<file path="config.mk">
export PLATFORM = sky130hd
export DESIGN_NAME = lph_div
export DESIGN_NICKNAME = d
export VERILOG_FILES = /design/src/design/lph_pkg.sv /design/src/design/lph_div.sv
export SDC_FILE = /design/constraint.sdc
export NUM_CORES = 1
export LEC_CHECK = 0
export BUFFER_PORTS_ARGS = -buffer_cell sky130_fd_sc_hd__buf_2
export CAP_MARGIN = 0
export CORE_MARGIN = 2
export CORE_UTILIZATION = 30
export DETAILED_ROUTE_END_ITERATION = 7
export SYNTH_ARGS = -nofsm -noshare
export SYNTH_HDL_FRONTEND = slang
export SYNTH_SLANG_ARGS = --single-unit
export TNS_END_PERCENT = 20
</file>
<file path="constraint.sdc">
create_clock -name clk -period 6.1 [get_ports clk]
set_input_delay 0.305 -clock clk [delete_from_list [all_inputs] [get_ports clk]]
set_output_delay 0.305 -clock clk [all_outputs]
set_load 0.05 [all_outputs]
</file>
<file path="src/design/lph_pkg.sv">
// Shared types and constants for the linear probing hash table.
package lph_pkg;

	localparam int KEY_W  = 31;
	localparam int SIZE_W = 11;
	localparam int SLOT_W = 10;
	localparam int CNT_W  = $clog2(KEY_W + 1);

	localparam logic [SIZE_W-1:0] SIZE_RESET = 11'd1024;

	// request codes
	localparam logic [1:0] OP_INSERT = 2'd0;
	localparam logic [1:0] OP_SEARCH = 2'd1;
	localparam logic [1:0] OP_DELETE = 2'd2;

	// result codes
	localparam logic ST_OK   = 1'b0;
	localparam logic ST_FAIL = 1'b1;

	typedef struct packed {
		logic             valid;
		logic [KEY_W-1:0] key;
	} entry_t;

endpackage

</file>
<file path="src/design/lph_div.sv">
// Bit-serial restoring remainder unit: key mod table size, one bit a cycle.
module lph_div #(
	parameter int DW = 11
) (
	input  logic                     clk,
	input  logic                     arst_n,
	input  logic                     start,
	input  logic [lph_pkg::KEY_W-1:0] dividend,
	input  logic [DW-1:0]            divisor,
	output logic                     done,
	output logic [DW-1:0]            remainder
);

	logic                      busy_q;
	logic                      done_q;
	logic [lph_pkg::CNT_W-1:0] cnt_q;
	logic [lph_pkg::KEY_W-1:0] dvd_q;
	logic [DW-1:0]             dvs_q;
	logic [DW-1:0]             rem_q;
	logic [DW:0]               trial;
	logic [DW:0]               diff;

	assign trial = {rem_q, dvd_q[lph_pkg::KEY_W-1]};
	assign diff  = trial - {1'b0, dvs_q};

	always_ff @(posedge clk or negedge arst_n) begin
		if (!arst_n) begin
			busy_q <= 1'b0;
			done_q <= 1'b0;
			cnt_q  <= '0;
		end else begin
			done_q <= 1'b0;
			if (start) begin
				busy_q <= 1'b1;
				cnt_q  <= '0;
			end else if (busy_q) begin
				cnt_q <= cnt_q + 1'b1;
				if (cnt_q == lph_pkg::CNT_W'(lph_pkg::KEY_W - 1)) begin
					busy_q <= 1'b0;
					done_q <= 1'b1;
				end
			end
		end
	end

	always_ff @(posedge clk) begin
		if (start) begin
			dvd_q <= dividend;
			dvs_q <= divisor;
			rem_q <= '0;
		end else if (busy_q) begin
			dvd_q <= {dvd_q[lph_pkg::KEY_W-2:0], 1'b0};
			if (trial >= {1'b0, dvs_q}) begin
				rem_q <= diff[DW-1:0];
			end else begin
				rem_q <= trial[DW-1:0];
			end
		end
	end

	assign done      = done_q;
	assign remainder = rem_q;

endmodule

</file>
# After elaboration in Yosys (flattened, before gate mapping)
# Cells that the tools add are included.
# W data, S select, Z words.
# totals
ff_bits	60
latch_bits	0
mem_bits_rw	0
rom_bits	0
in_bits	45
out_inout_bits	12
elab_cells	22
n_memories	0
# classes
addsub	2
mul	0
n_div	0
order_cmp	1
n_eq_ne	1
shift	0
muxes	11
bitwise	0
n_reduce_logical	1
# op_table
operator	n
$mux W31	2
$ge A12 B11 Y1	1
$mux W11	1
$sub A11 B11 Y11	1
$mux W5	2
$mux W1	6
$add A5 B1 Y5 const B	1
$eq A5 B5 Y1 const B	1
$reduce_bool A2 Y1	1

# Longest topological paths before layout
# depth
depth_word	4
ltp_mapped	10

# Worst setup path before layout
# No wires, ideal clock.
# synth_timing
path_type	register to register
from	register rem_q[0] (netlist: remainder[0])
to	register rem_q[0] (netlist: remainder[0])
setup_ps	91
arrival_ps	2417
required_time_ps	6009
setup_slack_ps	3592
stages_incl_launch_ff	10
path_buffers	1
period_less_slack_ps	2508
cell_sequence	dfxtp_1 > inv_1 > fa_1 > nand2b_1 > a21oi_1 > o211a_1 > o2111ai_1 > buf_2 > a21o_1 > a311oi_1
# synth_via
elab_chain_len	2
# synth_rtl
element	line	rtl
from (decl)	lph_div.sv:19	logic [DW-1:0] rem_q;
from (signal assigned)	lph_div.sv:54	rem_q <= diff[DW-1:0];
from (signal assigned)	lph_div.sv:56	rem_q <= trial[DW-1:0];
$ge A12 B11 Y1	lph_div.sv:53	if (trial >= {1'b0, dvs_q}) begin
$mux W11	lph_div.sv:53	
# Every way passes these cells.
# A chain may end at the register's enable or synchronous reset.

# Worst setup path after layout
# layout_timing
from	register dvd_q[30] in the netlist's numbering
to	register rem_q[4] (netlist: remainder[4])
# layout_via
elab_chain_len	2
# layout_rtl
element	line	rtl
from (decl)	lph_div.sv:17	logic [lph_pkg::KEY_W-1:0] dvd_q;
from (signal assigned)	lph_div.sv:48	dvd_q <= dividend;
from (signal assigned)	lph_div.sv:52	dvd_q <= {dvd_q[lph_pkg::KEY_W-2:0], 1'b0};
$sub A11 B11 Y11 / $ge A12 B11 Y1 (equally long branches)	lph_div.sv:24, lph_div.sv:53	
$mux W11 *	lph_div.sv:53	
# Every way passes the cells marked *; elsewhere a longest branch is shown, timed or not.

==> impl_metrics.csv <==
group,metric,value,unit
status,status,"finished, final reports clean",
min_path,hold_class,"in2reg",
timing,setup_viol,0,
synthesis,synth_top_area_frac,0.413,
timing,finalCritPeriodShare,0.454,
worst_setup_path,cp.required,6.35,ns
route,routed_wl,6350,um
timing,relSlewSlack,0.372,
synthesis,synth_compound_area_frac,0.123,
worst_setup_path,crit_end,"remainder[4]",
worst_setup_path,cp_slowest_cell,"o2111ai_1",
die,coreArea,9820,um2
timing,skew,0.00884,ns
synthesis,netlist_top_cells_area,"edfxtp_1, mux2_2, dfxtp_1, dfrtp_1, ha_1",
global_route,overflow,0,
synthesis,syn_inst,256,
worst_setup_path,startpoint,"dvd_q[30]",
die,std_cell_rows,36,
global_route,grt_max_degree,39,
timing,tightest_slew,0.941,ns
synthesis,yosys.area_share.simple,0.0955,
route,vias_per_cell,4.82,
placed_design,port_buffers,56,
placed_design,dp_slack,3.33,ns
worst_setup_path,worst-path-stages,9,
die,num_io_pins,57,
synthesis,synth_nets,315,
worst_setup_path,r2r_start,"dvd_q[30]",
die,start_util,0.311,
synthesis,synth-edff-count,42,
job,maxCapViolations,0,
synthesis,synth_mux_area_frac,0.118,
route,wl_met1,3000,um
worst_setup_path,critPathBufInv,1,
die,dieWidth,105,um
power_and_ir_drop,power.density,405,nW/um2
timing,hold_viol,0,
layout,area_delta_synth_final,22.0,%
clock_network,numCtsBuffers,9,
worst_setup_path,reg2reg_depth,9,
synthesis,synth_cell_types,47,
timing,fmax,0.361,GHz
route,wl_met2,2720,um
global_route,grt_pass1_vias,2253,
clock_network,cts_hold_buffers,1,
min_path,worstHoldPathCells,1,
worst_setup_path,timing.rr.end,"remainder[4]",
global_route,grt_usage,0.123,
worst_setup_path,critPathTopFamily,"compound AO/OA/AOI/OAI gates",
timing,whs,0.128,ns
timing,setup_tns,0,ns
power_and_ir_drop,total_power,1.51,mW
worst_setup_path,path_cells,"inv_1 -> ha_1 -> fa_1 -> nand2b_1 -> a21oi_1 -> o211a_1 -> o2111ai_1 -> a211o_1 -> a311oi_1",
die,die_area,11000,um2
worst_setup_path,path_class,"reg2reg",
route,ant_nets,0,
placed_design,hpwl,4290,um
synthesis,synth_flop_cell,"edfxtp_1",
layout,nNetsFinal,374,
clock_network,cts_root_buffer,"clkbuf_8",
route,wl_met3,525,um
synthesis,yosysSeqAreaShare,0.543,
worst_setup_path,critPathCaptureType,"flip-flop",
worst_setup_path,worstPathMaxFanout,11,
placed_design,place_congestion,0.841,
worst_setup_path,rrSetupSlack,3.33,ns
global_route,grt_pass1_wl,10700,um
synthesis,synth_top_area_cell,"edfxtp_1",
route,highest_layer,"met4",
route,via_count,2182,
timing,rsz0062_at_grt,"false",
synthesis,async_reset_ff_frac,0.117,
layout,fin_util,0.379,
route,post_drt_wl_per_cell,14.0,um
synthesis,ys_seq_elements,60,
worst_setup_path,timing.critical_path.from_type,"flip-flop",
layout,antennaDiodeCount,0,
layout,drive_above_1_share,0.338,
worst_setup_path,arrival,3.03,ns
power_and_ir_drop,peakVddDrop,0.108,mV
global_route,antenna_found_initial,0,
route,drt_iter0_markers,94,
clock_network,cts_buffer_depth,2,
clock_network,clk_pin_slew,0.07,ns
timing,drv_slew,0,
synthesis,post_synth.cell_area_avg,11.9,um2
clock_network,cts.repair.resized,0,
timing,timing.final.ws_setup,3.33,ns
synthesis,yosys_warnings,0,
worst_setup_path,cp_slowest_stage_delay,0.44,ns
synthesis,synth_top_family_by_area,"compound AO/OA/AOI/OAI gates",
die,die_h,105,um
route,remaining_drc_errors,0,
clock_network,clkSinkCount,60,
synthesis,synthAdderAreaFrac,0.0599,
clock_network,h-tree-depth,3,
route,drtPass1Iterations,4,
synthesis,syn_area,3050,um2
power_and_ir_drop,p_leak,1.57,nW
clock_network,cts_setup_buffers,0,
clock_network,clk-insertion-delay-late,0.35,ns
timing,min_period,2.77,ns
clock_network,cts_tree,"built",
synthesis,synth_xor_area_frac,0.0258,
[cell usage after synthesis, types with 2 or more instances]
cell,instances
nor2b_1,3
nand3_1,8
a211o_1,2
nor3b_1,2
nand4_1,3
nand2_1,9
mux2_2,31
inv_1,16
a21o_1,2
nor2_1,20
buf_2,2
and3_1,2
a21oi_1,9
clkbuf_1,9
nand2b_1,6
edfxtp_1,42
dfrtp_1,7
xor2_1,5
o21a_1,2
xnor2_1,4
a211oi_1,4
o32ai_1,2
a311oi_1,7
dfxtp_1,11
ha_1,13
o2111ai_1,2
o21ai_0,13
[power breakdown]
group	switching [mW]	internal [mW]	total (mW)	leakage (nW)
Combinational	0.327	0.200	0.527	0.836
Clock	0.169	0.270	0.439	0.117
Sequential	0.0416	0.499	0.540	0.618
Total	0.538	0.969	1.51	1.57
[logic make-up after synthesis]
group                    Yosys count
XOR/XNOR                           9
flip-flops                        60
AND/OR/NAND/NOR                   59
AO/OA/AOI/OAI                     54
adder cells (fa/ha/maj)           14
buffers and inverters             28
multiplexers                      32
[metrics by stage]
step	std cells	area (um2)
3_5_place_dp	436	3470
5_1_grt	453	3720
2_1_floorplan	256	3050
4_1_cts	453	3720
3_3_place_gp	436	3470
6_report	453	3720
[worst reg2reg max path, stage by stage (launching register included)]
cell and delay (ns):
edfxtp_1 0.34, inv_1 0.05, ha_1 0.22, fa_1 0.40, nand2b_1 0.18, a21oi_1 0.18
o211a_1 0.21, o2111ai_1 0.44, a211o_1 0.42, a311oi_1 0.25
[worst min path at each step]
| stage | endpoint | slack (ns) | from |
|---|---|---|---|
| floorplan | busy_q | 0.009 | arst_n |
| global placement | cnt_q[2] | 0.14 | arst_n |
| detailed placement | cnt_q[2] | 0.15 | arst_n |
| CTS | dvs_q[8] | 0.12 | divisor[8] |
| global route | dvs_q[9] | 0.12 | divisor[9] |
| finish | dvs_q[8] | 0.13 | divisor[8] |
[sequential cells by signal, indices dropped and copies added (netlist names)]
name	cells
done	1
busy_q	1
remainder	11
dvd_q	31
cnt_q	5
dvs_q	11
[area by class of cell]
type	instances	area [um2]
Clock buffer	9	124
Fill cell	1006	6100
Clock inverter	7	115
Sequential cell	60	1660
Multi-Input combinational cell	168	1290
Timing Repair Buffer	60	313
Inverter	16	60.1
Tap cell	133	166
[cells in the final DEF (no fill, tap or decap), types with 2 or more instances in the layout]
cell	n
dfrtp_1	7
nand4_1	3
a21oi_1	9
xnor2_1	4
inv_1	16
a21o_1	2
nand2_1	9
clkbuf_8	9
nand2b_1	6
edfxtp_1	42
buf_2	56
buf_4	3
nor2_1	20
nor3b_1	2
nand3_1	8
nor2b_1	3
o21ai_0	13
dfxtp_1	11
ha_1	13
a211oi_1	4
mux2_2	31
and3_1	2
o2111ai_1	2
o32ai_1	2
bufinv_16	3
a311oi_1	7
o21a_1	2
xor2_1	5
a211o_1	2
[metal layers]
| layer | GRT usage | vias up |
|---|---|---|
| met5 | 0 | - |
| met4 | 0.0571 | 0 |
| met3 | 0.0474 | 8 |
| met2 | 0.185 | 66 |
| met1 | 0.155 | 1029 |
| li1 | - | 1079 |
No activity file was read; power rests on OpenSTA's default activity.
